### config.mk
export PLATFORM = sky130hd
export DESIGN_NAME = radar_target_frame_parser
export DESIGN_NICKNAME = d
export VERILOG_FILES = /design/src/rtl/rtfp_pkg.sv /design/src/rtl/rtfp_in_stage.sv /design/src/rtl/rtfp_frame_core.sv /design/src/rtl/rtfp_result_stage.sv /design/src/rtl/radar_target_frame_parser.sv
export SDC_FILE = /design/constraint.sdc
export NUM_CORES = 1
export LEC_CHECK = 0
export BUFFER_PORTS_ARGS = -buffer_cell sky130_fd_sc_hd__buf_2
export CAP_MARGIN = 10
export CORE_MARGIN = 5
export CORE_UTILIZATION = 64
export DETAILED_ROUTE_END_ITERATION = 10
export PLACE_DENSITY_LB_ADDON = 0.15
export SETUP_SLACK_MARGIN = 0.2
export SLEW_MARGIN = 20
export SYNTH_ARGS = -nofsm -noshare
export SYNTH_HDL_FRONTEND = slang
export SYNTH_SLANG_ARGS = --single-unit
### constraint.sdc
create_clock -name aclk -period 17.6 [get_ports aclk]
set_clock_uncertainty 0.05 [all_clocks]
set_input_delay 3.52 -clock aclk [delete_from_list [all_inputs] [get_ports aclk]]
set_output_delay 3.52 -clock aclk [all_outputs]
set_load 0.02 [all_outputs]
### src/rtl/rtfp_pkg.sv
// Shared types and constants for the radar target frame parser.
// No dependencies; imported by every module of the block.
package rtfp_pkg;

    // Frame header bytes
    localparam logic [7:0] HDR_FIRST  = 8'hFD;
    localparam logic [7:0] HDR_SECOND = 8'hFC;

    // Threshold register
    localparam int         THRESH_W     = 15;
    localparam logic [14:0] THRESH_RESET = 15'd10;

    // Capture windows: three targets of six bytes each, at frame bytes
    // 8, 16 and 24.
    localparam int TGT_SLOTS    = 3;
    localparam int WIN_LEN      = 6;
    localparam int WIN_BASE     = 8;
    localparam int WIN_STRIDE   = 8;
    localparam int CAP_BYTES    = TGT_SLOTS * WIN_LEN;
    localparam int CAP_IDX_W    = $clog2(CAP_BYTES);

    // One target as captured from the frame
    typedef struct packed {
        logic [15:0] speed;
        logic [15:0] y;
        logic [15:0] x;
    } target_t;

    typedef target_t [TGT_SLOTS-1:0] target_arr_t;

    // Frame completion status handed from the parser core to the result stage
    typedef struct packed {
        logic        done;
        target_arr_t targets;
    } frame_status_t;

endpackage

### src/rtl/rtfp_in_stage.sv
// Input register of the radar target frame parser: holds one received byte.
// Depends on rtfp_pkg.
module rtfp_in_stage
    import rtfp_pkg::*;
(
    input  logic       aclk,
    input  logic       aresetn,
    input  logic       s_valid,
    output logic       s_ready,
    input  logic [7:0] s_rx_byte,
    input  logic       downstream_free,
    output logic       step,
    output logic [7:0] byte_out
);

    logic       in_valid_reg;
    logic       in_valid_next;
    logic [7:0] in_byte_reg;
    logic       accept;

    // The held item moves on whenever the result stage can take a result.
    assign step     = in_valid_reg && downstream_free;
    assign s_ready  = !in_valid_reg || downstream_free;
    assign accept   = s_valid && s_ready;
    assign byte_out = in_byte_reg;

    // Occupancy of the input register.
    always_comb begin
        in_valid_next = in_valid_reg;
        if (accept) begin
            in_valid_next = 1'b1;
        end else if (step) begin
            in_valid_next = 1'b0;
        end
    end

    always_ff @(posedge aclk) begin
        if (!aresetn) begin
            in_valid_reg <= 1'b0;
        end else begin
            in_valid_reg <= in_valid_next;
        end
    end

    // Payload register needs no reset.
    always_ff @(posedge aclk) begin
        if (accept) begin
            in_byte_reg <= s_rx_byte;
        end
    end

endmodule

### src/rtl/rtfp_frame_core.sv
// Frame parser core: header hunt, frame byte counter and target byte capture.
// Depends on rtfp_pkg for header codes, capture window layout and types.
module rtfp_frame_core
    import rtfp_pkg::*;
#(
    parameter int FRAME_LEN = 47
) (
    input  logic          aclk,
    input  logic          aresetn,
    input  logic          step,
    input  logic [7:0]    rx_byte,
    output frame_status_t status
);

    localparam int PosW = $clog2(FRAME_LEN);

    logic [PosW-1:0]      pos_reg;
    logic [PosW-1:0]      pos_next;
    logic                 inside_reg;
    logic                 inside_next;
    logic [7:0]           cap_reg  [CAP_BYTES];
    logic [7:0]           cap_next [CAP_BYTES];
    logic                 cap_we;
    logic [CAP_IDX_W-1:0] cap_idx;
    logic [PosW:0]        pos_ext;
    logic [PosW:0]        pos_inc;
    logic                 done;

    assign pos_ext = {1'b0, pos_reg};
    assign pos_inc = pos_ext + (PosW+1)'(1);

    // Work out which capture byte, if any, the current frame position lands on.
    always_comb begin
        cap_we  = 1'b0;
        cap_idx = '0;
        for (int w = 0; w < TGT_SLOTS; w++) begin
            if (pos_ext >= (PosW+1)'(WIN_BASE + w * WIN_STRIDE) &&
                pos_ext <  (PosW+1)'(WIN_BASE + w * WIN_STRIDE + WIN_LEN)) begin
                cap_we  = 1'b1;
                cap_idx = CAP_IDX_W'(pos_ext - (PosW+1)'(WIN_BASE + w * WIN_STRIDE))
                          + CAP_IDX_W'(w * WIN_LEN);
            end
        end
    end

    // Header hunt and frame counting.
    always_comb begin
        pos_next    = pos_reg;
        inside_next = inside_reg;
        done        = 1'b0;
        if (step) begin
            if (!inside_reg) begin
                priority if (pos_reg == PosW'(0) && rx_byte == HDR_FIRST) begin
                    pos_next = PosW'(1);
                end else if (pos_reg == PosW'(1) && rx_byte == HDR_SECOND) begin
                    pos_next    = PosW'(2);
                    inside_next = 1'b1;
                end else begin
                    pos_next = '0;
                end
            end else if (pos_inc < (PosW+1)'(FRAME_LEN)) begin
                pos_next = pos_inc[PosW-1:0];
            end else begin
                pos_next    = '0;
                inside_next = 1'b0;
                done        = 1'b1;
            end
        end
    end

    // Capture bytes; the byte that completes a frame is already visible.
    generate
        for (genvar i = 0; i < CAP_BYTES; i++) begin : g_cap
            assign cap_next[i] = (step && inside_reg && cap_we &&
                                  cap_idx == CAP_IDX_W'(i)) ? rx_byte : cap_reg[i];

            always_ff @(posedge aclk) begin
                cap_reg[i] <= cap_next[i];
            end
        end
    endgenerate

    // Assemble little-endian target fields.
    generate
        for (genvar t = 0; t < TGT_SLOTS; t++) begin : g_tgt
            assign status.targets[t].x     = {cap_next[t*WIN_LEN+1], cap_next[t*WIN_LEN]};
            assign status.targets[t].y     = {cap_next[t*WIN_LEN+3], cap_next[t*WIN_LEN+2]};
            assign status.targets[t].speed = {cap_next[t*WIN_LEN+5], cap_next[t*WIN_LEN+4]};
        end
    endgenerate

    assign status.done = done;

    always_ff @(posedge aclk) begin
        if (!aresetn) begin
            pos_reg    <= '0;
            inside_reg <= 1'b0;
        end else begin
            pos_reg    <= pos_next;
            inside_reg <= inside_next;
        end
    end

endmodule

### src/rtl/rtfp_result_stage.sv
// Result stage: target presence count and the output register of the parser.
// Depends on rtfp_pkg for target types and the threshold width.
module rtfp_result_stage
    import rtfp_pkg::*;
(
    input  logic                aclk,
    input  logic                aresetn,
    input  logic                step,
    input  frame_status_t       status,
    input  logic [THRESH_W-1:0] threshold,
    output logic                out_free,
    output logic                m_valid,
    input  logic                m_ready,
    output target_arr_t         targets,
    output logic [1:0]          target_count
);

    logic                   m_valid_reg;
    logic                   m_valid_next;
    logic                   load;
    logic [TGT_SLOTS-1:0]   present;
    logic [1:0]             count;
    target_arr_t            targets_reg;
    logic [1:0]             count_reg;

    assign out_free = !m_valid_reg || m_ready;
    assign load     = step && status.done;

    // A target is present when |x| or |y| exceeds the threshold; the
    // magnitude is 17 bits wide so that -32768 gives 32768.
    always_comb begin
        logic [16:0] ax;
        logic [16:0] ay;
        for (int t = 0; t < TGT_SLOTS; t++) begin
            ax = status.targets[t].x[15] ? (17'h10000 - {1'b0, status.targets[t].x})
                                         : {1'b0, status.targets[t].x};
            ay = status.targets[t].y[15] ? (17'h10000 - {1'b0, status.targets[t].y})
                                         : {1'b0, status.targets[t].y};
            present[t] = (ax > {2'b00, threshold}) || (ay > {2'b00, threshold});
        end
    end

    // Count is one plus the highest present target.
    always_comb begin
        priority if (present[2]) begin
            count = 2'd3;
        end else if (present[1]) begin
            count = 2'd2;
        end else if (present[0]) begin
            count = 2'd1;
        end else begin
            count = 2'd0;
        end
    end

    // Output valid tracking.
    always_comb begin
        m_valid_next = m_valid_reg;
        if (load) begin
            m_valid_next = 1'b1;
        end else if (m_ready) begin
            m_valid_next = 1'b0;
        end
    end

    always_ff @(posedge aclk) begin
        if (!aresetn) begin
            m_valid_reg <= 1'b0;
        end else begin
            m_valid_reg <= m_valid_next;
        end
    end

    always_ff @(posedge aclk) begin
        if (load) begin
            targets_reg <= status.targets;
            count_reg   <= count;
        end
    end

    assign m_valid      = m_valid_reg;
    assign targets      = targets_reg;
    assign target_count = count_reg;

endmodule

### src/rtl/radar_target_frame_parser.sv
// Radar target frame parser, top level.
// Depends on rtfp_pkg, rtfp_in_stage, rtfp_frame_core and rtfp_result_stage.
//
// Usage: the input channel (s_valid, s_ready, s_rx_byte) takes one received
// byte per item. The parser hunts for the header 0xFD 0xFC, counts FRAME_LEN
// frame bytes and captures three targets (x, y, speed, little-endian signed).
// On the byte that completes a frame it emits one result item on the output
// channel (m_valid, m_ready, m_target*_*, m_target_count); other bytes give
// no result. The user writes the threshold through cfg_valid_threshold_we and
// cfg_valid_threshold only while the block is idle; the block does not enforce it.
// Throughput: one byte per cycle while the output register is free, set by
// the combinational parse between the input register and the result register.
// m_valid is set as the last byte of a frame leaves the input register.
// Reset (aresetn low, synchronous) clears the frame position, drops any held
// byte and result, and loads the threshold with 10.
// When the receiver stalls, a finished result waits in the output register;
// the input register holds at most one further byte, and while it is full
// s_ready stays low until the result is taken.
module radar_target_frame_parser
    import rtfp_pkg::*;
#(
    parameter int FRAME_LEN = 47
) (
    input  logic                aclk,
    input  logic                aresetn,
    input  logic                s_valid,
    output logic                s_ready,
    input  logic [7:0]          s_rx_byte,
    output logic                m_valid,
    input  logic                m_ready,
    output logic signed [15:0]  m_target0_x,
    output logic signed [15:0]  m_target0_y,
    output logic signed [15:0]  m_target0_speed,
    output logic signed [15:0]  m_target1_x,
    output logic signed [15:0]  m_target1_y,
    output logic signed [15:0]  m_target1_speed,
    output logic signed [15:0]  m_target2_x,
    output logic signed [15:0]  m_target2_y,
    output logic signed [15:0]  m_target2_speed,
    output logic [1:0]          m_target_count,
    input  logic                cfg_valid_threshold_we,
    input  logic [THRESH_W-1:0] cfg_valid_threshold
);

    logic [THRESH_W-1:0] thresh_reg;
    logic                step;
    logic [7:0]          held_byte;
    logic                out_free;
    frame_status_t       status;
    target_arr_t         targets;

    // Threshold register.
    always_ff @(posedge aclk) begin
        if (!aresetn) begin
            thresh_reg <= THRESH_RESET;
        end else if (cfg_valid_threshold_we) begin
            thresh_reg <= cfg_valid_threshold;
        end
    end

    rtfp_in_stage u_in_stage (
        .aclk            (aclk),
        .aresetn         (aresetn),
        .s_valid         (s_valid),
        .s_ready         (s_ready),
        .s_rx_byte       (s_rx_byte),
        .downstream_free (out_free),
        .step            (step),
        .byte_out        (held_byte)
    );

    rtfp_frame_core #(
        .FRAME_LEN (FRAME_LEN)
    ) u_frame_core (
        .aclk    (aclk),
        .aresetn (aresetn),
        .step    (step),
        .rx_byte (held_byte),
        .status  (status)
    );

    rtfp_result_stage u_result_stage (
        .aclk         (aclk),
        .aresetn      (aresetn),
        .step         (step),
        .status       (status),
        .threshold    (thresh_reg),
        .out_free     (out_free),
        .m_valid      (m_valid),
        .m_ready      (m_ready),
        .targets      (targets),
        .target_count (m_target_count)
    );

    // Fan the result out onto the field ports.
    assign m_target0_x     = targets[0].x;
    assign m_target0_y     = targets[0].y;
    assign m_target0_speed = targets[0].speed;
    assign m_target1_x     = targets[1].x;
    assign m_target1_y     = targets[1].y;
    assign m_target1_speed = targets[1].speed;
    assign m_target2_x     = targets[2].x;
    assign m_target2_y     = targets[2].y;
    assign m_target2_speed = targets[2].speed;

endmodule

==> qor.log <==
qor: placed_design.place.detailed.hpwl 27,400 µm
qor: placed_design.pre_cts_slack 8540 ps
qor: cts.tritoncts_clock_tree built
qor: floorplanning.die_h 166 µm
qor: floorplanning.initial_utilization 0.646
qor: logic_synthesis.synth.avg_cell_area 11.5 µm²
qor: detailed_routing.route.final.wire_length 40,700 µm
qor: logic_synthesis.share_of_synthesized_area_occupied_by_flip_flops_and_latches 0.510
qor: logic_synthesis.synthTopCellsByArea sky130_fd_sc_hd__edfxtp_1 (30%), sky130_fd_sc_hd__dfxtp_1 (21%), sky130_fd_sc_hd__ha_1 (8.6%), sky130_fd_sc_hd__mux2_2 (7.5%), sky130_fd_sc_hd__mux2i_1 (4.7%)
qor: logic_synthesis.synth_warnings 0
qor: floorplanning.num_io_pins 176
qor: cells_and_area.final_net_count 1,669
qor: logic_synthesis.syn_inst 1,359
qor: outcome.outcome finished, final reports clean
qor: sta.hold_ws 422 ps
qor: detailed_routing.detail_route.first_pass.iterations 5
qor: logic_synthesis.synthDominantCellAreaShare 0.295
qor: cts.clock_sink_count 322
qor: placed_design.detailed_place.area 16,900 µm²
qor: detailed_routing.routed-via-count 11,310
qor: logic_synthesis.synthFlopType sky130_fd_sc_hd__dfxtp_1
qor: detailed_routing.viasPerCell 6.01
qor: cells_and_area.syn_to_final_growth 14.5%
qor: cells_and_area.antennaDiodeCount 0
qor: detailed_routing.routedWlPerCell 21.6 µm
qor: detailed_routing.post-route-drc-count 0
qor: global_routing.grt_start_max_net_pins 78
qor: placed_design.gpl.final_weighted_congestion 0.958
qor: cts.post_cts_resized 0
qor: cts.tritoncts.num_buffers 31
qor: detailed_routing.drtIter0Drc 989
qor: global_routing.grt_first_pass_wirelength 62,800 µm
qor: sta.tns 0 ps
qor: floorplanning.rows 57
qor: worst_setup_path.criticalPathCategory in -> reg
qor: run.max_cap_violations 0
qor: logic_synthesis.synth_top_area_cell sky130_fd_sc_hd__edfxtp_1
qor: worst_setup_path.ff2ff_setup_slack 10,480 ps
qor: sta.number_of_pins_exceeding_their_max_slew_limit_in_the_final_report 0
qor: logic_synthesis.asyncSetResetFlopFracSynth 0
qor: global_routing.gr-total-overflow 0
qor: floorplanning.floorplan.die_area 27,700 µm²
qor: sta.hold_viol_final 0
qor: cts.cts.repair_timing.setup_buffer_count 0
qor: cts.worst_skew_pair.late_latency 580 ps
qor: floorplanning.die_width 166 µm
qor: cells_and_area.final.fill_count 1,701
qor: logic_synthesis.number_of_flops_mapped_to_enable_cells_by_yosys 154
qor: worst_setup_path.cp_max_fo 16
qor: cts.clkTransAtPathRegs 70 ps
qor: cells_and_area.layout_common_cells sky130_fd_sc_hd__buf_2 (175), sky130_fd_sc_hd__dfxtp_1 (168), sky130_fd_sc_hd__edfxtp_1 (154), sky130_fd_sc_hd__ha_1 (108), sky130_fd_sc_hd__mux2_2 (104)
qor: sta.crit_share_post_route 0.491
qor: sta.rsz0062_at_grt no
qor: cts.maximum_buffer_depth_of_the_clock_tree 3
qor: sta.finalCriticalPeriod 8640 ps
qor: worst_setup_path.endpoint_kind flop
qor: floorplanning.area_inside_the_core_boundary 24,200 µm²
qor: detailed_routing.antenna_left 0
qor: worst_setup_path.critical_path.startpoint_type input pin
qor: power_and_ir_drop.max-vdd-ir-drop 66.6 µV
qor: worst_hold_path.hold_path_depth 1
qor: placed_design.place.port_buffers 175
qor: logic_synthesis.synth_cell_area 15,700 µm²
qor: sta.tightestPinTransition 1060 ps
qor: power_and_ir_drop.leakage_power_summed_over_all_cells 7.37 nW
qor: worst_setup_path.worstPathArrival 8920 ps
qor: power_and_ir_drop.pwr_density_cell 84.9 nW/µm²
qor: cts.clk_root_buffer_cell sky130_fd_sc_hd__clkbuf_16
qor: sta.fin_ws 8960 ps
qor: worst_setup_path.worst-r2r-cell-count 23
qor: global_routing.grt_util_all_layers 0.283
qor: logic_synthesis.mappedNetlistNets 1,495
qor: worst_setup_path.crit_required 17,880 ps
qor: cells_and_area.postLayoutCellArea 17,900 µm²
qor: sta.final_setup_fails 0
qor: global_routing.grt_antenna_before_repair 0
qor: sta.max_slew_headroom 0.290
qor: sta.achievable-frequency 0.116 GHz
qor: logic_synthesis.ys_types 75
qor: cells_and_area.most_common_cell_after_layout_fill_and_taps_aside sky130_fd_sc_hd__buf_2
qor: cts.h_tree_lvls 1
qor: logic_synthesis.synth_seq_cells 322
qor: worst_hold_path.worstHoldPathType reg -> reg
qor: cells_and_area.post_route_cells_drive_above_1_share 0.237
qor: global_routing.vias_in_the_first_global_route 11,221
qor: cts.post_cts_hold_buffer_count 0
[metal layers]
metal  GRT usage  wire [µm]  vias to the layer above
met1       0.382      17200                     5365
met3      0.0621       3650                      128
met4       0.116       1730                        0
li1            -          -                     5300
met5           0          0                        -
met2       0.449      18100                      517
[metrics by stage]
step           std cells  utilization  total power, mW
5_1_grt             1881        0.740             1.57
6_report            1881        0.740             1.52
3_3_place_gp        1823        0.697            0.864
2_1_floorplan       1359            -            0.835
3_5_place_dp        1824        0.697            0.865
4_1_cts             1881        0.740             1.53
[cell usage after synthesis (5+ instances only)]
cell                         n
sky130_fd_sc_hd__a211oi_1    8
sky130_fd_sc_hd__a21boi_0    5
sky130_fd_sc_hd__a21o_1     20
sky130_fd_sc_hd__a21oi_1    50
sky130_fd_sc_hd__a31oi_1    14
sky130_fd_sc_hd__and2_1      6
sky130_fd_sc_hd__and3_1      8
sky130_fd_sc_hd__and4_1      6
sky130_fd_sc_hd__buf_2      11
sky130_fd_sc_hd__clkbuf_1   41
sky130_fd_sc_hd__dfxtp_1   168
sky130_fd_sc_hd__edfxtp_1  154
sky130_fd_sc_hd__ha_1      108
sky130_fd_sc_hd__inv_1      73
sky130_fd_sc_hd__mux2_2    104
sky130_fd_sc_hd__mux2i_1    74
sky130_fd_sc_hd__nand2_1    63
sky130_fd_sc_hd__nand2b_1    7
sky130_fd_sc_hd__nand3_1    18
sky130_fd_sc_hd__nand4_1    16
sky130_fd_sc_hd__nor2_1     67
sky130_fd_sc_hd__nor2b_1    28
sky130_fd_sc_hd__nor3_1     35
sky130_fd_sc_hd__nor4_1     17
sky130_fd_sc_hd__o211ai_1    9
sky130_fd_sc_hd__o21a_1     24
sky130_fd_sc_hd__o21ai_0    55
sky130_fd_sc_hd__o31ai_1     9
sky130_fd_sc_hd__or3_1      12
sky130_fd_sc_hd__xnor2_1    51
sky130_fd_sc_hd__xor2_1     32
[layout make-up]
class,instances,area [µm²],share of cell area
sequential,322,7990,0.445
multi-input combinational,904,7170,0.400
timing repair buffer,198,1060,0.0591
clock buffer,40,820,0.0457
tap,324,405,0.0226
inverter,76,285,0.0159
clock inverter,17,211,0.0118
[worst paths after layout]
kind | start | to
worst max-delay path | m_ready | u_result_stage.target_count[0]
worst min-delay path | u_frame_core.cap_reg[5][5] | u_frame_core.cap_reg[5][5]
worst max register to register | u_frame_core.pos_reg[3] | u_result_stage.target_count[0]
worst min register to register | u_frame_core.cap_reg[5][5] | u_frame_core.cap_reg[5][5]
[worst max-delay path, stage by stage]
cell and delay [ps]:
sky130_fd_sc_hd__buf_2 80, sky130_fd_sc_hd__nand2b_1 150, sky130_fd_sc_hd__nand3_1 180, sky130_fd_sc_hd__a211o_1 270
sky130_fd_sc_hd__o21a_1 460, sky130_fd_sc_hd__or2_1 410, sky130_fd_sc_hd__nor2_1 110, sky130_fd_sc_hd__buf_4 260
sky130_fd_sc_hd__mux2i_1 790, sky130_fd_sc_hd__clkinv_1 480, sky130_fd_sc_hd__o21ai_0 320, sky130_fd_sc_hd__ha_1 280
sky130_fd_sc_hd__nor2b_1 140, sky130_fd_sc_hd__o21a_1 170, sky130_fd_sc_hd__o21a_1 170, sky130_fd_sc_hd__o21a_1 160
sky130_fd_sc_hd__o21a_1 150, sky130_fd_sc_hd__o21ai_0 150, sky130_fd_sc_hd__a211oi_1 100, sky130_fd_sc_hd__nor2_1 110
sky130_fd_sc_hd__nand4_1 140, sky130_fd_sc_hd__a211o_1 310
[where the power goes]
part | internal, mW | leakage [nW] | switching [mW]
sequential | 0.782 | 2.45 | 0.00217
clock | 0.389 | 0.493 | 0.283
combinational | 0.0193 | 4.42 | 0.0481
[kinds of logic (layout without fill, tap and decap cells)]
kind of cell	Yosys count	count (layout)	synth area share
buffers and inverters	133	331	0.0337
AOI/OAI and AO/OA	226	226	0.0937
DFF	322	322	0.510
muxes	180	180	0.125
adders and majority gates	108	108	0.0862
and+or+nand+nor	307	307	0.105
xor gates and xnor gates	83	83	0.0464
No activity file was read; power rests on OpenSTA's default activity.
